### src/hw/rtl/dlhw_pkg.sv
// Shared types, register codes and reset constants for the hang watchdog.
package dlhw_pkg;

   // Event codes carried in the op field.
   typedef enum logic [2:0] {
      OP_TICK         = 3'd0,
      OP_YIELD        = 3'd1,
      OP_FRAME        = 3'd2,
      OP_RESUME_START = 3'd3,
      OP_RESUME_END   = 3'd4
   } op_type;

   // Configuration register indexes.
   typedef enum logic [1:0] {
      CSR_HANG_LIMIT     = 2'd0,
      CSR_REPORT_SPACING = 2'd1,
      CSR_POLL_PERIOD    = 2'd2
   } csr_index_type;

   localparam int unsigned CSR_INDEX_W = 2;
   localparam int unsigned CSR_DATA_W  = 32;
   localparam int unsigned TIME_W      = 32;
   localparam int unsigned POLL_W      = 16;
   localparam int unsigned OP_W        = 3;
   localparam int unsigned THREAD_W    = 8;

   localparam logic [TIME_W-1:0]   HANG_LIMIT_RST     = 32'd3000;
   localparam logic [TIME_W-1:0]   REPORT_SPACING_RST = 32'd2000;
   localparam logic [POLL_W-1:0]   POLL_PERIOD_RST    = 16'd500;
   localparam logic [THREAD_W-1:0] NO_THREAD          = 8'hFF;

   // Current configuration as seen by the watchdog core.
   typedef struct packed {
      logic [TIME_W-1:0] hang_limit_ms;
      logic [TIME_W-1:0] report_spacing_ms;
      logic [POLL_W-1:0] poll_period_ms;
   } cfg_type;

   // One event held in the input stage.
   typedef struct packed {
      logic [OP_W-1:0]            op;
      logic signed [THREAD_W-1:0] thread_number;
   } item_type;

   // One hang report.
   typedef struct packed {
      logic [TIME_W-1:0]          frame_idle_ms;
      logic [TIME_W-1:0]          yield_idle_ms;
      logic signed [THREAD_W-1:0] running_thread;
      logic [TIME_W-1:0]          running_elapsed_ms;
      logic [TIME_W-1:0]          frames_seen;
      logic [TIME_W-1:0]          yields_seen;
   } report_type;

   // Handshake status between the pipeline stages.
   typedef struct packed {
      logic in_valid;
      logic out_free;
      logic advance;
   } flow_type;

endpackage

### src/hw/rtl/dlhw_if.sv
// Channel interfaces for events, hang reports and configuration writes.
interface dlhw_req_if;
   import dlhw_pkg::*;
   logic                       valid;
   logic                       ready;
   logic [OP_W-1:0]            op;
   logic signed [THREAD_W-1:0] thread_number;
   modport source (output valid, output op, output thread_number, input ready);
   modport sink (input valid, input op, input thread_number, output ready);
endinterface

interface dlhw_rsp_if;
   import dlhw_pkg::*;
   logic                       valid;
   logic                       ready;
   logic [TIME_W-1:0]          frame_idle_ms;
   logic [TIME_W-1:0]          yield_idle_ms;
   logic signed [THREAD_W-1:0] running_thread;
   logic [TIME_W-1:0]          running_elapsed_ms;
   logic [TIME_W-1:0]          frames_seen;
   logic [TIME_W-1:0]          yields_seen;
   modport source (output valid, output frame_idle_ms, output yield_idle_ms,
                   output running_thread, output running_elapsed_ms,
                   output frames_seen, output yields_seen, input ready);
   modport sink (input valid, input frame_idle_ms, input yield_idle_ms,
                 input running_thread, input running_elapsed_ms,
                 input frames_seen, input yields_seen, output ready);
endinterface

interface dlhw_csr_if;
   import dlhw_pkg::*;
   logic                   valid;
   logic                   ready;
   logic [CSR_INDEX_W-1:0] index;
   logic [CSR_DATA_W-1:0]  data;
   modport source (output valid, output index, output data, input ready);
   modport sink (input valid, input index, input data, output ready);
endinterface

### src/hw/rtl/dual_liveness_hang_watchdog_top.sv
// Top level of the dual liveness hang watchdog.
//
// Events (tick, yield, frame end, resume start, resume end) enter on req,
// one beat per cycle, and each event is applied in one pass of logic
// between the input register and the report register. A hang report
// for a tick beat passes the input register and then the report register
// before it leaves on rsp. Events move on one per cycle as long as the
// report register is empty or its beat is taken in the same cycle; a
// report that waits on rsp stops every event, so the input register holds
// at most one more beat and req stalls until the report is taken.
// Configuration writes on csr are always accepted and act on events that
// follow; change them only while no event is in flight.
module dual_liveness_hang_watchdog_top
   import dlhw_pkg::*;
(
   input  logic         clock,
   input  logic         reset,
   dlhw_req_if.sink     req,
   dlhw_rsp_if.source   rsp,
   dlhw_csr_if.sink     csr
);

   cfg_type    cfg;
   item_type   item;
   report_type report;
   flow_type   flow;
   logic       report_hit;

   dlhw_csr u_csr (
      .clock (clock),
      .reset (reset),
      .csr   (csr),
      .cfg   (cfg)
   );

   dlhw_in_stage u_in_stage (
      .clock    (clock),
      .reset    (reset),
      .req      (req),
      .advance  (flow.advance),
      .in_valid (flow.in_valid),
      .item     (item)
   );

   // An event moves on whenever the report slot can take its result.
   assign flow.advance = flow.in_valid && flow.out_free;

   dlhw_core u_core (
      .clock      (clock),
      .reset      (reset),
      .cfg        (cfg),
      .advance    (flow.advance),
      .item       (item),
      .report_hit (report_hit),
      .report     (report)
   );

   dlhw_out_reg u_out_reg (
      .clock    (clock),
      .reset    (reset),
      .load     (report_hit),
      .report   (report),
      .out_free (flow.out_free),
      .rsp      (rsp)
   );

   // A report is produced only from a held event that is moving on.
   assert property (@(posedge clock) disable iff (reset)
      report_hit |-> (flow.in_valid && flow.out_free))
      else $error("report produced without a consumable event");

   // A produced report shows up on the result channel next cycle.
   assert property (@(posedge clock) disable iff (reset)
      report_hit |=> rsp.valid)
      else $error("report lost before the result channel");

   // A held event that cannot move on is still held next cycle.
   assert property (@(posedge clock) disable iff (reset)
      (flow.in_valid && !flow.advance) |=> flow.in_valid)
      else $error("stalled event dropped from input register");

   // The input register cannot take a beat while a stalled event sits there.
   assert property (@(posedge clock) disable iff (reset)
      (flow.in_valid && !flow.out_free) |-> !req.ready)
      else $error("input accepted over a stalled event");

endmodule

### src/hw/rtl/dlhw_csr.sv
// Configuration registers written through the csr channel.
module dlhw_csr
   import dlhw_pkg::*;
(
   input  logic         clock,
   input  logic         reset,
   dlhw_csr_if.sink     csr,
   output cfg_type      cfg
);

   logic [TIME_W-1:0] hang_limit_ff, hang_limit_in;
   logic [TIME_W-1:0] spacing_ff, spacing_in;
   logic [POLL_W-1:0] period_ff, period_in;

   // Writes are always taken.
   assign csr.ready = 1'b1;

   // Decode the register index; indexes past the list are dropped.
   always_comb begin
      hang_limit_in = hang_limit_ff;
      spacing_in    = spacing_ff;
      period_in     = period_ff;
      if (csr.valid) begin
         case (csr_index_type'(csr.index))
            CSR_HANG_LIMIT:     hang_limit_in = csr.data;
            CSR_REPORT_SPACING: spacing_in    = csr.data;
            CSR_POLL_PERIOD:    period_in     = csr.data[POLL_W-1:0];
            default: ;
         endcase
      end
   end

   always_ff @(posedge clock) begin
      if (reset) begin
         hang_limit_ff <= HANG_LIMIT_RST;
         spacing_ff    <= REPORT_SPACING_RST;
         period_ff     <= POLL_PERIOD_RST;
      end else begin
         hang_limit_ff <= hang_limit_in;
         spacing_ff    <= spacing_in;
         period_ff     <= period_in;
      end
   end

   assign cfg.hang_limit_ms     = hang_limit_ff;
   assign cfg.report_spacing_ms = spacing_ff;
   assign cfg.poll_period_ms    = period_ff;

endmodule

### src/hw/rtl/dlhw_in_stage.sv
// Input register: holds one accepted event beat until the core consumes it.
module dlhw_in_stage
   import dlhw_pkg::*;
(
   input  logic         clock,
   input  logic         reset,
   dlhw_req_if.sink     req,
   input  logic         advance,
   output logic         in_valid,
   output item_type     item
);

   logic     valid_ff, valid_in;
   item_type item_ff, item_in;
   logic     take;

   // Room when empty or when the held event moves on this cycle.
   assign req.ready = !valid_ff || advance;
   assign take      = req.valid && req.ready;

   always_comb begin
      valid_in = valid_ff;
      item_in  = item_ff;
      if (take) begin
         valid_in           = 1'b1;
         item_in.op         = req.op;
         item_in.thread_number = req.thread_number;
      end else if (advance) begin
         valid_in = 1'b0;
      end
   end

   always_ff @(posedge clock) begin
      if (reset) begin
         valid_ff <= 1'b0;
      end else begin
         valid_ff <= valid_in;
      end
   end

   always_ff @(posedge clock) begin
      item_ff <= item_in;
   end

   assign in_valid = valid_ff;
   assign item     = item_ff;

endmodule

### src/hw/rtl/dlhw_core.sv
// Watchdog state and the single-pass update applied to each event.
module dlhw_core
   import dlhw_pkg::*;
(
   input  logic         clock,
   input  logic         reset,
   input  cfg_type      cfg,
   input  logic         advance,
   input  item_type     item,
   output logic         report_hit,
   output report_type   report
);

   logic [TIME_W-1:0]   clock_ms_ff, clock_ms_in;
   logic [POLL_W-1:0]   poll_cnt_ff, poll_cnt_in;
   logic [TIME_W-1:0]   yield_total_ff, yield_total_in;
   logic [TIME_W-1:0]   frame_total_ff, frame_total_in;
   logic                yield_chg_ff, yield_chg_in;
   logic                frame_chg_ff, frame_chg_in;
   logic [TIME_W-1:0]   yield_time_ff, yield_time_in;
   logic [TIME_W-1:0]   frame_time_ff, frame_time_in;
   logic [TIME_W-1:0]   last_report_ff, last_report_in;
   logic [THREAD_W-1:0] active_ff, active_in;
   logic [TIME_W-1:0]   resume_time_ff, resume_time_in;
   logic                resume_valid_ff, resume_valid_in;

   logic [TIME_W-1:0]   now;
   logic [POLL_W-1:0]   poll_next;
   logic [TIME_W-1:0]   yield_gap;
   logic [TIME_W-1:0]   frame_gap;
   logic [TIME_W-1:0]   since_report;
   logic                hit;

   // Time after this tick, and the idle times measured against the
   // change stamps as they stand after the poll has refreshed them.
   // A counter that changed since the last poll is stamped with now.
   assign now          = clock_ms_ff + 1'b1;
   assign poll_next    = poll_cnt_ff + 1'b1;
   assign yield_gap    = yield_chg_ff ? '0 : (now - yield_time_ff);
   assign frame_gap    = frame_chg_ff ? '0 : (now - frame_time_ff);
   assign since_report = now - last_report_ff;

   // Next-state logic for one event.
   always_comb begin
      clock_ms_in     = clock_ms_ff;
      poll_cnt_in     = poll_cnt_ff;
      yield_total_in  = yield_total_ff;
      frame_total_in  = frame_total_ff;
      yield_chg_in    = yield_chg_ff;
      frame_chg_in    = frame_chg_ff;
      yield_time_in   = yield_time_ff;
      frame_time_in   = frame_time_ff;
      last_report_in  = last_report_ff;
      active_in       = active_ff;
      resume_time_in  = resume_time_ff;
      resume_valid_in = resume_valid_ff;
      hit             = 1'b0;
      case (op_type'(item.op))
         OP_TICK: begin
            clock_ms_in = now;
            poll_cnt_in = poll_next;
            if (poll_next >= cfg.poll_period_ms) begin
               // Poll: stamp changed counters, then check for a hang.
               poll_cnt_in  = '0;
               yield_chg_in = 1'b0;
               frame_chg_in = 1'b0;
               if (yield_chg_ff) begin
                  yield_time_in = now;
               end
               if (frame_chg_ff) begin
                  frame_time_in = now;
               end
               if ((frame_total_ff != '0) &&
                   (frame_gap > cfg.hang_limit_ms) &&
                   (yield_gap > cfg.hang_limit_ms) &&
                   (since_report >= cfg.report_spacing_ms)) begin
                  hit            = 1'b1;
                  last_report_in = now;
               end
            end
         end
         OP_YIELD: begin
            yield_total_in = yield_total_ff + 1'b1;
            yield_chg_in   = 1'b1;
         end
         OP_FRAME: begin
            frame_total_in = frame_total_ff + 1'b1;
            frame_chg_in   = 1'b1;
         end
         OP_RESUME_START: begin
            resume_time_in  = clock_ms_ff;
            active_in       = item.thread_number;
            resume_valid_in = 1'b1;
         end
         OP_RESUME_END: begin
            active_in       = NO_THREAD;
            resume_time_in  = '0;
            resume_valid_in = 1'b0;
         end
         default: ;
      endcase
   end

   // Report payload; elapsed time only for a valid non-negative thread.
   always_comb begin
      report.frame_idle_ms  = frame_gap;
      report.yield_idle_ms  = yield_gap;
      report.running_thread = active_ff;
      report.running_elapsed_ms =
         (resume_valid_ff && !active_ff[THREAD_W-1]) ? (now - resume_time_ff) : '0;
      report.frames_seen    = frame_total_ff;
      report.yields_seen    = yield_total_ff;
   end

   assign report_hit = advance && hit;

   // State registers advance only when the event moves on.
   always_ff @(posedge clock) begin
      if (reset) begin
         clock_ms_ff     <= '0;
         poll_cnt_ff     <= '0;
         yield_total_ff  <= '0;
         frame_total_ff  <= '0;
         yield_chg_ff    <= 1'b0;
         frame_chg_ff    <= 1'b0;
         yield_time_ff   <= '0;
         frame_time_ff   <= '0;
         last_report_ff  <= '0;
         active_ff       <= NO_THREAD;
         resume_time_ff  <= '0;
         resume_valid_ff <= 1'b0;
      end else if (advance) begin
         clock_ms_ff     <= clock_ms_in;
         poll_cnt_ff     <= poll_cnt_in;
         yield_total_ff  <= yield_total_in;
         frame_total_ff  <= frame_total_in;
         yield_chg_ff    <= yield_chg_in;
         frame_chg_ff    <= frame_chg_in;
         yield_time_ff   <= yield_time_in;
         frame_time_ff   <= frame_time_in;
         last_report_ff  <= last_report_in;
         active_ff       <= active_in;
         resume_time_ff  <= resume_time_in;
         resume_valid_ff <= resume_valid_in;
      end
   end

endmodule

### src/hw/rtl/dlhw_out_reg.sv
// Result register: holds one hang report beat until the sink takes it.
module dlhw_out_reg
   import dlhw_pkg::*;
(
   input  logic         clock,
   input  logic         reset,
   input  logic         load,
   input  report_type   report,
   output logic         out_free,
   dlhw_rsp_if.source   rsp
);

   logic       valid_ff, valid_in;
   report_type data_ff, data_in;

   // The slot frees up when empty or when its beat leaves this cycle.
   assign out_free = !valid_ff || rsp.ready;

   always_comb begin
      valid_in = valid_ff;
      data_in  = data_ff;
      if (load) begin
         valid_in = 1'b1;
         data_in  = report;
      end else if (rsp.ready) begin
         valid_in = 1'b0;
      end
   end

   always_ff @(posedge clock) begin
      if (reset) begin
         valid_ff <= 1'b0;
      end else begin
         valid_ff <= valid_in;
      end
   end

   always_ff @(posedge clock) begin
      data_ff <= data_in;
   end

   assign rsp.valid              = valid_ff;
   assign rsp.frame_idle_ms      = data_ff.frame_idle_ms;
   assign rsp.yield_idle_ms      = data_ff.yield_idle_ms;
   assign rsp.running_thread     = data_ff.running_thread;
   assign rsp.running_elapsed_ms = data_ff.running_elapsed_ms;
   assign rsp.frames_seen        = data_ff.frames_seen;
   assign rsp.yields_seen        = data_ff.yields_seen;

endmodule
### src/flat_wrapper.sv
// flat-port wrapper written by rule: the top's interface ports become plain ports
module dual_liveness_hang_watchdog_top_flat import dlhw_pkg::*;
  (clock, reset, req_valid, req_op, req_thread_number, req_ready, rsp_valid, rsp_frame_idle_ms, rsp_yield_idle_ms, rsp_running_thread, rsp_running_elapsed_ms, rsp_frames_seen, rsp_yields_seen, rsp_ready, csr_valid, csr_index, csr_data, csr_ready);
  dlhw_req_if req_i ();
  dlhw_rsp_if rsp_i ();
  dlhw_csr_if csr_i ();
  input  logic clock;
  input  logic reset;
  input wire logic [$bits(req_i.valid)-1:0] req_valid;
  input wire logic [$bits(req_i.op)-1:0] req_op;
  input wire logic [$bits(req_i.thread_number)-1:0] req_thread_number;
  output wire logic [$bits(req_i.ready)-1:0] req_ready;
  output wire logic [$bits(rsp_i.valid)-1:0] rsp_valid;
  output wire logic [$bits(rsp_i.frame_idle_ms)-1:0] rsp_frame_idle_ms;
  output wire logic [$bits(rsp_i.yield_idle_ms)-1:0] rsp_yield_idle_ms;
  output wire logic [$bits(rsp_i.running_thread)-1:0] rsp_running_thread;
  output wire logic [$bits(rsp_i.running_elapsed_ms)-1:0] rsp_running_elapsed_ms;
  output wire logic [$bits(rsp_i.frames_seen)-1:0] rsp_frames_seen;
  output wire logic [$bits(rsp_i.yields_seen)-1:0] rsp_yields_seen;
  input wire logic [$bits(rsp_i.ready)-1:0] rsp_ready;
  input wire logic [$bits(csr_i.valid)-1:0] csr_valid;
  input wire logic [$bits(csr_i.index)-1:0] csr_index;
  input wire logic [$bits(csr_i.data)-1:0] csr_data;
  output wire logic [$bits(csr_i.ready)-1:0] csr_ready;
  assign req_i.valid = req_valid;
  assign req_i.op = req_op;
  assign req_i.thread_number = req_thread_number;
  assign req_ready = req_i.ready;
  assign rsp_valid = rsp_i.valid;
  assign rsp_frame_idle_ms = rsp_i.frame_idle_ms;
  assign rsp_yield_idle_ms = rsp_i.yield_idle_ms;
  assign rsp_running_thread = rsp_i.running_thread;
  assign rsp_running_elapsed_ms = rsp_i.running_elapsed_ms;
  assign rsp_frames_seen = rsp_i.frames_seen;
  assign rsp_yields_seen = rsp_i.yields_seen;
  assign rsp_i.ready = rsp_ready;
  assign csr_i.valid = csr_valid;
  assign csr_i.index = csr_index;
  assign csr_i.data = csr_data;
  assign csr_ready = csr_i.ready;
  dual_liveness_hang_watchdog_top u_core (.clock(clock), .reset(reset), .req(req_i), .rsp(rsp_i), .csr(csr_i));
endmodule
### config.mk
export PLATFORM = sky130hd
export DESIGN_NAME = dual_liveness_hang_watchdog_top_flat
export DESIGN_NICKNAME = d
export VERILOG_FILES = /design/src/hw/rtl/dlhw_pkg.sv /design/src/hw/rtl/dlhw_if.sv /design/src/hw/rtl/dual_liveness_hang_watchdog_top.sv /design/src/hw/rtl/dlhw_csr.sv /design/src/hw/rtl/dlhw_in_stage.sv /design/src/hw/rtl/dlhw_core.sv /design/src/hw/rtl/dlhw_out_reg.sv /design/src/flat_wrapper.sv
export SDC_FILE = /design/constraint.sdc
export NUM_CORES = 1
export LEC_CHECK = 0
export BUFFER_PORTS_ARGS = -buffer_cell sky130_fd_sc_hd__buf_2
export CAP_MARGIN = 20
export CORE_ASPECT_RATIO = 1.2
export CORE_MARGIN = 2
export CORE_UTILIZATION = 60
export CTS_CLUSTER_SIZE = 30
export DETAILED_ROUTE_END_ITERATION = 16
export PLACE_DENSITY = 0.86
export RECOVER_POWER = 100
export SETUP_SLACK_MARGIN = 0.2
export SLEW_MARGIN = 20
export SYNTH_ARGS = -nofsm -noshare
export SYNTH_HDL_FRONTEND = slang
export SYNTH_SLANG_ARGS = --single-unit
### constraint.sdc
create_clock -name clock -period 13.2 [get_ports clock]
set_input_delay 2.64 -clock clock [delete_from_list [all_inputs] [get_ports clock]]
set_output_delay 2.64 -clock clock [all_outputs]
set_load 0.01 [all_outputs]
After elaboration in Yosys (flattened, before gate mapping)
Cells that the tools add are included.
{"block": "classes", "add_sub_neg": 8, "magnitude_cmp": 4, "n_eq_ne": 7, "n_mux": 16, "reduce_logical": 32}
{"cell": "subtractor 32 bit", "count": 4}
{"cell": "adder 32 x 1 -> 32 bit, second input constant", "count": 3}
{"cell": "greater-than comparator 32 bit", "count": 2}
{"cell": "two-way mux 32 bit", "count": 2}
{"cell": "one-hot mux 32 bit (2 select lines)", "count": 1}
{"cell": "greater-or-equal comparator 32 bit", "count": 1}
{"cell": "nonzero test 32 bit", "count": 1}
{"cell": "adder 16 x 1 -> 16 bit, second input constant", "count": 1}
{"cell": "greater-or-equal comparator 16 bit", "count": 1}
{"cell": "two-way mux 16 bit", "count": 1}
{"cell": "one-hot mux 8 bit (2 select lines)", "count": 1}
{"cell": "AND reduction 2 bit", "count": 7}
{"cell": "AND reduction 4 bit", "count": 3}
{"cell": "nonzero test 2 bit", "count": 5}
{"cell": "two-way mux 1 bit", "count": 8}
{"cell": "logical AND 1 bit", "count": 7}
{"cell": "equality test 3 x 2 -> 1 bit, second input constant", "count": 2}
{"cell": "one-hot mux 1 bit (2 select lines)", "count": 3}
{"cell": "AND reduction 3 bit", "count": 2}
{"cell": "equality test 3 x 1 -> 1 bit, second input constant", "count": 1}
{"cell": "equality test 3 bit, second input constant", "count": 1}
{"cell": "zero test 1 bit", "count": 3}
{"cell": "zero test 3 bit", "count": 1}
{"cell": "equality test 2 x 1 -> 1 bit, second input constant", "count": 1}
{"cell": "4 further kinds", "count": 5}
{"block": "word_totals", "register_bits": 512, "inputBits": 50, "out_inout_bits": 171, "wordCells": 92}

Depth between registers and ports, before layout
Gate-level depths: netlist of run 1.
{"block": "logic_depth", "ltp_word": 12, "depth_mapped": 32, "ltp_nobuf": 29}

Modules after synthesis
A second synthesis of run 1 with hierarchy kept.
{"block": "unflattened", "hier_cells": 3101, "hier_area_um2": 28592.4}
{"module": "dlhw_core", "instances": 1, "cells_each": 2604, "area_each_um2": 19864.1, "seq_area_each_um2": 5024.8}
{"module": "dlhw_out_reg", "instances": 1, "cells_each": 172, "area_each_um2": 5091.1, "seq_area_each_um2": 5064.9}
{"module": "dlhw_csr", "instances": 1, "cells_each": 308, "area_each_um2": 3245.6, "seq_area_each_um2": 1601.5}
{"module": "dlhw_in_stage", "instances": 1, "cells_each": 16, "area_each_um2": 385.4, "seq_area_each_um2": 350.3}
{"module": "dual_liveness_hang_watchdog_top", "instances": 1, "cells_each": 1, "area_each_um2": 6.3, "seq_area_each_um2": 0.0}

Least setup slack after synthesis of run 1
No wires, ideal clock.
{"block": "synth_timing", "path_type": "reg-to-reg", "from": "register u_core.u_core.clock_ms_ff[0]", "to": "register u_core.u_out_reg.data_ff, in the netlist u_core.u_out_reg.rsp.frame_idle_ms[0] (enable)", "setup_time_ns": 0.521, "arrival_ns": 9.612, "required_time_ns": 12.679, "setup_slack_ns": 3.068, "stages_incl_launch_ff": 32, "n_path_buf": 4, "synth_period_minus_slack_ns": 10.132, "path_cell_list": "dfxtp_1 -> ha_1 -> nand3_1 -> nor2_1 -> nand2_1 -> nor4_1 -> xnor2_1 -> inv_1 -> ha_1 -> clkbuf_1 -> a21o_1 -> o21bai_1 -> a21o_1 -> a2111oi_0 -> o221a_2 -> o21ai_1 -> a311oi_1 -> xnor2_1 -> nor2_1 -> ha_1 -> nand4_1 -> nor2_1 -> and3_1 -> nand2_1 -> a21oi_1 -> a211oi_1 -> or4_1 -> clkbuf_1 -> or3_1 -> buf_2 -> buf_6 -> inv_1"}
{"element": "from (decl)", "line_no": "dlhw_core.sv:14", "source": "logic [TIME_W-1:0] clock_ms_ff, clock_ms_in;"}
{"element": "from (signal assigned)", "line_no": "dlhw_core.sv:133", "source": "clock_ms_ff <= clock_ms_in;"}
{"element": "to (signal assigned)", "line_no": "dlhw_out_reg.sv:39", "source": "data_ff <= data_in;"}
{"element": "to (decl)", "line_no": "dlhw_out_reg.sv:14", "source": "report_type data_ff, data_in;"}

==> results of run 1 <==
==> flip-flops by register name (all words and copies together) (netlist names), 11 cells and up <==
name,count
u_core.u_out_reg.rsp.yield_idle_ms,32
u_core.u_core.clock_ms_ff,32
u_core.u_out_reg.rsp.yields_seen,32
u_core.u_csr.hang_limit_ff,32
u_core.u_core.resume_time_ff,32
u_core.u_in_stage.item,11
u_core.u_core.frame_time_ff,32
u_core.u_core.poll_cnt_ff,16
u_core.u_core.yield_total_ff,32
u_core.u_out_reg.rsp.frames_seen,32
u_core.u_core.frame_total_ff,32
u_core.u_out_reg.rsp.frame_idle_ms,32
u_core.u_core.last_report_ff,32
u_core.u_csr.spacing_ff,32
u_core.u_csr.period_ff,16
u_core.u_core.yield_time_ff,32
u_core.u_out_reg.rsp.running_elapsed_ms,32
==> cell usage after synthesis (all sizes together), types with 19 or more instances <==
library cell	n
a211o	24
a211oi	102
a21o	89
a21oi	253
and3	48
clkbuf	119
dfxtp	333
edfxtp	179
ha	241
inv	262
nand2	281
nand2b	27
nand3	101
nand4	45
nor2	337
nor2b	35
nor3	48
nor4	44
o21a	22
o21ai	106
o21bai	19
or3	31
xnor2	99
xor2	121
==> placed cells by master (no fill, tap or decap), types with 101 or more instances in the layout <==
master	netlist	routed
xor2_1	119	119
a21oi_1	253	253
edfxtp_1	179	179
nand2_1	279	279
clkbuf_1	118	183
inv_1	262	261
dfxtp_1	333	333
o21ai_0	102	105
ha_1	241	241
nand3_1	101	101
nor2_1	337	337
==> routing by layer <==
| layer | share of wire [%] | vias up |
|---|---|---|
| met5 | 0.019 | - |
| met4 | 6.9 | 2 |
| met3 | 4.7 | 264 |
| met2 | 51 | 748 |
| met1 | 38 | 11149 |
| li1 | - | 11428 |
==> through the flow <==
step	setup slack (ps)	utilization, %	hold slack [ps]
global placement	3670	63.8	412
floorplan	3070	-	410
detailed placement	3480	63.8	418
finish	2600	66.8	429
global route	1730	66.8	449
CTS	3420	67.6	433
==> worst paths after layout <==
| check | startpoint | to | cells past startpoint |
|---|---|---|---|
| worst min-delay path | u_core.u_core.active_ff[0] | u_core.u_out_reg.rsp.running_thread[0] | 0 |
| worst max-delay path | u_core.u_core.clock_ms_ff[0] | u_core.u_out_reg.rsp.frame_idle_ms[4] | 30 |
| worst max register to register | u_core.u_core.clock_ms_ff[0] | u_core.u_out_reg.rsp.frame_idle_ms[4] | 30 |
| worst min register to register | u_core.u_core.active_ff[0] | u_core.u_out_reg.rsp.running_thread[0] | 0 |
==> power by group through the flow <==
| stage | clock network, uW | logic [uW] | registers [uW] |
|---|---|---|---|
| 2_1_floorplan | 0 | 92.2 | 1670 |
| 3_3_place_gp | 0 | 133 | 1680 |
| 3_5_place_dp | 0 | 136 | 1680 |
| 4_1_cts | 1540 | 137 | 1640 |
| 5_1_grt | 1600 | 152 | 1640 |
| 6_report | 1520 | 138 | 1640 |
==> area by class of cell <==
cell class | count | area (um^2)
fill | 3886 | 15600
multi-input combinational | 2253 | 14800
sequential | 512 | 12000
clock buffer | 64 | 1440
timing repair buffer | 241 | 1050
inverter | 262 | 988
tap | 623 | 779
clock inverter | 32 | 329
==> worst register-to-register path, delay by kind of cell, from the launching register on <==
| kind | cells | cell delay (ps) |
|---|---|---|
| and+or+nand+nor | 11 | 3530 |
| buffers and inverters | 5 | 2590 |
| AOI/OAI and AO/OA | 9 | 2030 |
| adders and majority gates | 3 | 1020 |
| DFF | 1 | 590 |
| xor gates and xnor gates | 2 | 400 |
==> cell families (layout without fill, tap and decap cells) <==
kind of cell,after synthesis,in the layout,share of synthesized area (%)
other cells,1,1,0.0131
fa+ha+maj,245,245,10.9
simple gates,1067,1067,17.8
buf+inv,393,599,5.46
xor+xnor,220,220,6.81
compound gates,709,709,16.4
mux,11,11,0.395
flops,512,512,42.2
==> run_results.csv, run 1 <==
group,metric,value,unit
pwr,p_seq_share,49.7,%
setup_path,critPathMaxFanout,65,
finish,diodes,0,
global_routing,gr-usage-all-layers,29.9,%
die,initial_core_util,60.6,%
pwr,swShare,22.6,%
synth,netlist.top_cell.by_area,"dfxtp_1",
finish,drive_above_1_share,5.38,%
synth,syn_avg_cell_area,9.03,um^2
route,dr.pass1.iters,5,
global_routing,grt_pass1_vias,22974,
clock_tree,cts_buffers,51,
clock_tree,cts_resized,0,
global_routing,grt_remaining_overflow,0,
route,post_drt_wl_per_cell,18.7,um
synth,synth_cells,3158,
clock_tree,insertion_delay,610,ps
placed_design,dpl.hpwl,54.8,mm
setup_path,cpMaxStageDelayCell,"or3_1",
timing,finalSetupViolCount,0,
clock_tree,htreeDepth,2,
timing,rsz0062_at_grt,"false",
finish,area_growth,10.2,%
timing,setup_tns,0,ps
pwr,power.share.clock,46.1,%
synth,syn-num-nets,3453,
global_routing,grt_max_degree,150,
setup_path,arrival,10830,ps
die,fp.dieH,243,um
synth,syn-cell-area,28500,um^2
die,pin_count,221,
die,fp-row-count,87,
die,die_w,203,um
placed_design,io_buffers,219,
pwr,pwr-share-comb,4.2,%
placed_design,gp_congestion,0.987,
run_status,outcome,"complete, but fails checks",
pwr,p_total,3300,uW
finish,stdcell_count,3987,
timing,max_freq,94.3,MHz
clock_tree,root_buffer,"clkbuf_16",
global_routing,grt_pass1_wl,117,mm
timing,tightest_slew,6680,ps
timing,post-route-period-util,80.3,%
setup_path,crit_family,"simple AND/OR/NAND/NOR gates",
setup_path,rrSetupSlack,2600,ps
synth,ys.flop_type,"dfxtp_1",
clock_tree,cts_max_path_buffers,3,
worst_hold_path,hp-class,"reg -> reg",
die,core_area,47000,um^2
route,via_count,23591,
pwr,powerDensity,105,nW/um^2
setup_path,crit_buf_inv,5,
synth,synth_top_area_share,23.4,%
placed_design,dp.cells,3889,
timing,relSlewSlack,-346,%
global_routing,busiest_layer,"met2",
pwr,p_int,2560,uW
clock_tree,clk_pin_slew,70,ps
timing,clock_skew,23.4,ps
synth,yosysWarnings,0,
timing,slew_violations,376,
global_routing,use_met1,33.0,%
synth,netlist-cell-type-count,88,
global_routing,grt_util_met2,54.2,%
synth,yosys-top-cells-area,"dfxtp_1, edfxtp_1, ha_1, a21oi_1, nor2_1",
global_routing,grt_use_met3,3.75,%
synth,synth_edf_count,179,
global_routing,antenna_found_initial,1,
timing,hold_viol,0,
setup_path,critical_path_required,13430,ps
die,die-area,49300,um^2
synth,synth_seq_cells,512,
finish,finish.instance_area,31400,um^2
clock_tree,post_cts_buffers,0,
placed_design,placed_cell_area,30000,um^2
pwr,p_leak,0.0129,uW
route,drt-initial-drc-count,1638,
clock_tree,cts_sinks,512,
route,drtAntennaViolNets,0,
setup_path,critPathCaptureType,"register",
clock_tree,cts_tree,"done",
route,via_per_inst,5.92,
pwr,vdd.ir_drop.worst,0.000111,V
clock_tree,cts_hold_buf,0,
route,wl,74.5,mm
finish,nets,3616,
run_status,failed_checks,"capacitance limit, slew limit",
synth,synthArstFlopShare,0,%
job,drv_cap,4,
synth,yosysSeqAreaShare,42.2,%
route,drc_errors,0,
timing,post-route-min-period,10600,ps
setup_path,start_kind,"register",
setup_path,crit_type,"reg -> reg",
setup_path,cpPeakStageDelay,1130,ps
pwr,power.switching,745,uW
No activity file was read; power rests on OpenSTA's default activity.
==> run 2, diff against run 1 <==
==> constraint.sdc (replaced) <==
create_clock -name clock -period 9.78 [get_ports clock]
set_input_delay 1.956 -clock clock [delete_from_list [all_inputs] [get_ports clock]]
set_output_delay 1.956 -clock clock [all_outputs]
set_load 0.01 [all_outputs]
==> run 2 against run 1 <==
Compared with the run above:
- the run still ends with capacitance limit, slew limit left
- global-route usage down 0.26 points
- final area up 0.29%
- die area unchanged
- setup slack worse by 1600 ps
- flip-flop and latch count unchanged
- first-iteration DRC count down 2.6%
- critical path depth down 1
- cell count about the same
- wire length about the same
- hold slack better by 3.3 ps
- register-to-register slack worse by 1600 ps
- critical path type unchanged
- largest cell class unchanged
- highest routed layer unchanged
==> run_results.csv, run 2 (synthesis gave the netlist of run 1 again) <==
group,metric,value,unit
run_status,outcome,"complete, but fails checks",
run_status,failed_checks,"capacitance limit, slew limit",
clock_tree,root_buffer,"clkbuf_16",
finish,area_growth,10.5,%
setup_path,rrSetupSlack,960,ps
placed_design,io_buffers,219,
timing,finalSetupViolCount,0,
die,pin_count,221,
clock_tree,clk_pin_slew,70,ps
route,post_drt_wl_per_cell,18.7,um
worst_hold_path,hold_end,"u_core.u_out_reg.rsp.running_thread[6]",
timing,max_freq,113,MHz
die,initial_core_util,60.6,%
timing,setup_ws,959,ps
global_routing,grt_pass1_vias,22874,
finish,final_common_cell,"nor2_1",
global_routing,grt_pass1_wl,117,mm
clock_tree,cts_hold_buf,0,
timing,slew_violations,161,
timing,post-route-min-period,8820,ps
placed_design,gp_congestion,1.01,
route,via_count,23539,
job,drv_cap,1,
placed_design,post-place-ws,1280,ps
route,via_per_inst,5.90,
die,fp-row-count,87,
clock_tree,cts_tree,"done",
clock_tree,cts_max_path_buffers,3,
setup_path,cpMaxStageDelayCell,"nor4_1",
clock_tree,htreeDepth,2,
setup_path,critical_path_required,10050,ps
placed_design,dpl.hpwl,53.9,mm
setup_path,worst_r2r_path_depth,29,
timing,tightest_slew,7010,ps
worst_hold_path,worstHoldPathCells,0,
setup_path,startpoint,"u_core.u_core.clock_ms_ff[0]",
timing,rsz0062_at_grt,"false",
finish,drive_above_1_share,5.44,%
route,drtAntennaViolNets,0,
timing,hold_viol,0,
setup_path,crit_type,"reg -> reg",
setup_path,cpPeakStageDelay,610,ps
setup_path,start_kind,"register",
die,die_w,203,um
clock_tree,insertion_delay,610,ps
setup_path,r2r-start,"u_core.u_core.clock_ms_ff[0]",
global_routing,antenna_found_initial,2,
finish,post-route-util,67.0,%
global_routing,grt_remaining_overflow,0,
worst_hold_path,min-delay-start,"u_core.u_core.active_ff[6]",
route,drc_errors,0,
pwr,powerDensity,144,nW/um^2
clock_tree,cts_resized,0,
die,die-area,49300,um^2
clock_tree,cts_buffers,51,
finish,layout_common_cells,"nor2_1, dfxtp_1, nand2_1",
global_routing,gr-usage-all-layers,29.6,%
die,core_area,47000,um^2
timing,clock_skew,15.4,ps
timing,relSlewSlack,-367,%
global_routing,grt_max_degree,176,
clock_tree,post_cts_buffers,0,
timing,setup_tns,0,ps
die,fp.dieH,243,um
setup_path,critPathMaxFanout,59,
pwr,p_leak,0.0129,uW
route,wl,74.4,mm
clock_tree,cts_sinks,512,
finish,stdcell_count,3988,
worst_hold_path,hp-class,"reg -> reg",
setup_path,arrival,9100,ps
finish,nets,3616,
route,dr.pass1.iters,8,
pwr,vdd.ir_drop.worst,0.000141,V
timing,post-route-period-util,90.2,%
placed_design,dp.cells,3891,
route,drt-initial-drc-count,1595,
setup_path,critPathCaptureType,"register",
setup_path,r2r_end,"u_core.u_out_reg.rsp.yields_seen[30]",
run 2: cell count changes in the layout (fill, tap and decap cells not counted), sizes merged:
cell and delta:
clkbuf -5, inv -5, buf +2, clkinvlp +3
diode +1, clkinv +1, bufinv +4
run 2: final cells by class:
type / instances / area [um^2]
Clock buffer: 61 / 1390
Sequential cell: 512 / 12000
Multi-Input combinational cell: 2253 / 14800
Fill cell: 3846 / 15500
Clock inverter: 35 / 455
Tap cell: 623 / 779
Timing Repair Buffer: 241 / 1080
Inverter: 262 / 987
Antenna cell: 1 / 2.50
run 2: critical path, delay by kind of cell (launching register included):
family	cells	cell delay (ps)
flip-flops	1	590
buffers and inverters	4	1320
AND/OR/NAND/NOR	11	2960
adder cells (fa/ha/maj)	3	1020
XOR/XNOR	2	390
AO/OA/AOI/OAI	9	2120
run 2: stage by stage:
step | hold slack [ps] | total power [uW] | instance area (um^2)
after floorplan | 410 | 2380 | 28500
after global placement | 412 | 2440 | 30100
after detailed placement | 418 | 2450 | 30100
after CTS | 432 | 4570 | 31900
after global routing | 449 | 4670 | 31500
final | 432 | 4550 | 31500
run 2: per-layer routing:
metal  vias to the layer above  wire length, um  track usage, %
met5                         -               13               0
met4                         2             5090            18.1
met3                       260             3610            4.71
met2                       726            37400            52.7
met1                     11125            28300            33.1
li1                      11426                -               -
run 2: worst max-delay path by stage:
stage	depth (start not counted)	to	slack [ps]
6_report	29	u_core.u_out_reg.rsp.yields_seen[30]	960
5_1_grt	29	u_core.u_out_reg.rsp.yields_seen[25]	340
4_1_cts	29	u_core.u_out_reg.rsp.yields_seen[29]	1230
3_5_place_dp	29	u_core.u_out_reg.rsp.yield_idle_ms[1]	1280
3_3_place_gp	29	u_core.u_out_reg.rsp.yield_idle_ms[3]	1530
2_1_floorplan	29	u_core.u_out_reg.rsp.frame_idle_ms[0]	1070
run 2: where the power goes:
group	leakage [uW]	internal, uW	switching (uW)	total, uW
logic	0.00743	61.5	127	189
clock network	0.000889	1260	881	2140
registers	0.00460	2210	10.2	2220
==> run 3, diff against run 2 <==
--- a/config.mk
+++ b/config.mk
@@ -5,6 +5,7 @@
 export SDC_FILE = /design/constraint.sdc
 export NUM_CORES = 1
 export LEC_CHECK = 0
+export ABC_AREA = 1
 export BUFFER_PORTS_ARGS = -buffer_cell sky130_fd_sc_hd__buf_2
 export CAP_MARGIN = 20
 export CORE_ASPECT_RATIO = 1.2
==> constraint.sdc (replaced) <==
create_clock -name clock -period 9 [get_ports clock]
set_input_delay 1.8 -clock clock [delete_from_list [all_inputs] [get_ports clock]]
set_output_delay 1.8 -clock clock [all_outputs]
set_load 0.01 [all_outputs]
==> run 3 against run 2 <==
Compared with the run above:
- largest cell class unchanged
- largest power group unchanged
- global-route usage is 4.2 points higher
- the run still ends with capacitance limit, slew limit left
- setup slack better by 600 ps
- synthesized cell count is 22% higher
- first-iteration DRC count is 30% higher
- power is 29% higher
- critical path depth is 2 lower
- hold slack worse by 5.5 ps
==> run_results.csv, run 3 <==
group,metric,value,unit
run_status,outcome,"complete, but fails checks",
run_status,failed_checks,"capacitance limit, slew limit",
timing,finalSetupViolCount,0,
synth,syn-cell-area,29400,um^2
die,fp.dieH,247,um
route,via_per_inst,5.73,
pwr,powerDensity,180,nW/um^2
synth,yosysWarnings,0,
clock_tree,cts_tree,"done",
route,drtAntennaViolNets,0,
die,die-area,50800,um^2
clock_tree,post_cts_buffers,0,
synth,synthArstFlopShare,0,%
setup_path,r2r-start,"u_core.u_core.clock_ms_ff[0]",
setup_path,critPathCaptureType,"register",
finish,final_common_cell,"nand2_1",
timing,slew_violations,388,
placed_design,io_buffers,219,
setup_path,start_kind,"register",
synth,ys.flop_type,"dfxtp_1",
route,via_count,27153,
worst_hold_path,hold_end,"u_core.u_out_reg.rsp.running_thread[0]",
route,drt-initial-drc-count,2071,
timing,post-route-min-period,7440,ps
timing,clock_skew,28.3,ps
global_routing,grt_pass1_vias,25668,
timing,hold_viol,0,
worst_hold_path,worstHoldPathCells,0,
clock_tree,cts_buffers,52,
job,drv_cap,5,
finish,layout_common_cells,"nand2_1, inv_1, a21oi_1",
synth,synth_seq_cells,512,
clock_tree,cts_resized,0,
pwr,vdd.ir_drop.worst,0.000187,V
timing,max_freq,134,MHz
synth,syn-num-nets,4153,
finish,area_growth,11.2,%
timing,tightest_slew,4590,ps
setup_path,rrSetupSlack,1560,ps
die,core_area,48200,um^2
clock_tree,cts_hold_buf,0,
timing,post-route-period-util,82.7,%
synth,synth_cells,3858,
finish,drive_above_1_share,4.40,%
die,initial_core_util,61.0,%
clock_tree,htreeDepth,2,
worst_hold_path,hp-class,"reg -> reg",
synth,netlist-cell-type-count,58,
synth,yosysMostFrequentCell,"nand2_1",
setup_path,arrival,7680,ps
synth,synth_top_area_share,22.7,%
setup_path,crit_family,"simple AND/OR/NAND/NOR gates",
global_routing,gr-usage-all-layers,33.8,%
pwr,p_total,5870,uW
clock_tree,insertion_delay,630,ps
synth,syn_avg_cell_area,7.62,um^2
clock_tree,cts_max_path_buffers,3,
setup_path,cpPeakStageDelay,990,ps
finish,diodes,0,
setup_path,r2r_end,"u_core.u_out_reg.rsp.running_elapsed_ms[29]",
route,wl,86.3,mm
placed_design,gp_congestion,0.976,
finish,nets,4361,
synth,synth_edf_count,179,
global_routing,grt_pass1_wl,134,mm
setup_path,critical_path_required,9240,ps
die,die_w,206,um
timing,setup_tns,0,ps
placed_design,dpl.hpwl,64.5,mm
setup_path,worst_r2r_path_depth,27,
synth,yosys-top-cells-area,"dfxtp_1, edfxtp_1, ha_1, nand2_1, a21oi_1",
route,post_drt_wl_per_cell,18.2,um
setup_path,cpMaxStageDelayCell,"clkbuf_1",
setup_path,crit_type,"reg -> reg",
synth,netlist.top_cell.by_area,"dfxtp_1",
global_routing,antenna_found_initial,0,
route,dr.pass1.iters,6,
worst_hold_path,min-delay-start,"u_core.u_core.active_ff[0]",
clock_tree,root_buffer,"clkbuf_16",
setup_path,critPathMaxFanout,19,
timing,relSlewSlack,-206,%
synth,yosysSeqAreaShare,41.0,%
die,fp-row-count,88,
clock_tree,clk_pin_slew,70,ps
setup_path,crit_buf_inv,5,
timing,rsz0062_at_grt,"false",
global_routing,grt_max_degree,132,
synth,synth_common_cells,"nand2_1, inv_1, a21oi_1, nor2_1, dfxtp_1",
die,pin_count,221,
setup_path,cp_common_cell,"nand2_1",
clock_tree,cts_sinks,512,
pwr,p_leak,0.0150,uW
route,drc_errors,0,
global_routing,grt_remaining_overflow,0,
-- run 3: cell count changes in the layout (fill, tap and decap cells not counted), moves of 46 or more --
cell and change:
a21o_1 -66, inv_1 +260, a21oi_1 +248, nor2_1 +108, o21ai_0 +205, nand2_1 +437, a211oi_1 -97, and3_1 -46
xnor2_1 -77
-- run 3: cell type report --
class                      count  area, um^2
multi-input combinational   2722       14900
fill                        4148       15500
sequential                   512       12000
clock buffer                  69        1500
inverter                     526        1980
tap                          630         788
timing repair buffer         252        1090
clock inverter                29         360
-- run 3: cells by family (layout without fill, tap and decap cells) --
group | Yosys count | count (layout) | share of synthesized area [%]
XOR/XNOR | 102 | 102 | 3.14
adder cells (fa/ha/maj) | 245 | 245 | 10.5
AND/OR/NAND/NOR | 1435 | 1435 | 20.4
AO/OA/AOI/OAI | 939 | 939 | 17.0
flip-flops | 512 | 512 | 41.0
other | 1 | 1 | 0.0128
buffers and inverters | 624 | 876 | 8.05
-- run 3: worst max-delay path by stage --
stage / startpoint / to / slack, ps / cells after the start
finish: u_core.u_core.clock_ms_ff[0] / u_core.u_out_reg.rsp.running_elapsed_ms[29] / 1560 / 27
detailed placement: u_core.u_core.clock_ms_ff[0] / u_core.u_out_reg.rsp.running_elapsed_ms[15] / 2450 / 28
floorplan: u_core.u_core.clock_ms_ff[0] / u_core.u_out_reg.rsp.frame_idle_ms[0] / 2070 / 27
global route: reset / u_core.u_core.frame_time_ff[24] / 1020 / 5
CTS: u_core.u_core.clock_ms_ff[0] / u_core.u_out_reg.rsp.running_elapsed_ms[15] / 2440 / 28
global placement: u_core.u_core.clock_ms_ff[0] / u_core.u_out_reg.rsp.running_elapsed_ms[15] / 2590 / 27
-- run 3: routing by layer --
metal  track usage, %  vias up  wire length, um
li1                 -    13311                -
met1             40.1    12494            33100
met4             20.9        0             6030
met3             4.76      282             6050
met2             57.6     1066            41200
met5                0        -                0
-- run 3: report_power, final --
group | internal [uW] | switching [uW] | leakage, uW
Sequential | 2430 | 14.0 | 0.00449
Clock | 1340 | 974 | 0.000896
Combinational | 380 | 738 | 0.00960
Total | 4150 | 1730 | 0.0150
-- run 3: through the flow --
| stage | instances | hold slack (ps) | setup slack [ps] | instance area [um^2] | utilization, % |
|---|---|---|---|---|---|
| floorplan | 3858 | 409 | 2070 | 29400 | - |
| global placement | 4642 | 411 | 2590 | 31200 | 64.6 |
| detailed placement | 4642 | 418 | 2450 | 31200 | 64.6 |
| CTS | 4740 | 430 | 2440 | 33000 | 68.5 |
| global route | 4740 | 433 | 1020 | 32700 | 67.8 |
| finish | 4740 | 427 | 1560 | 32700 | 67.8 |
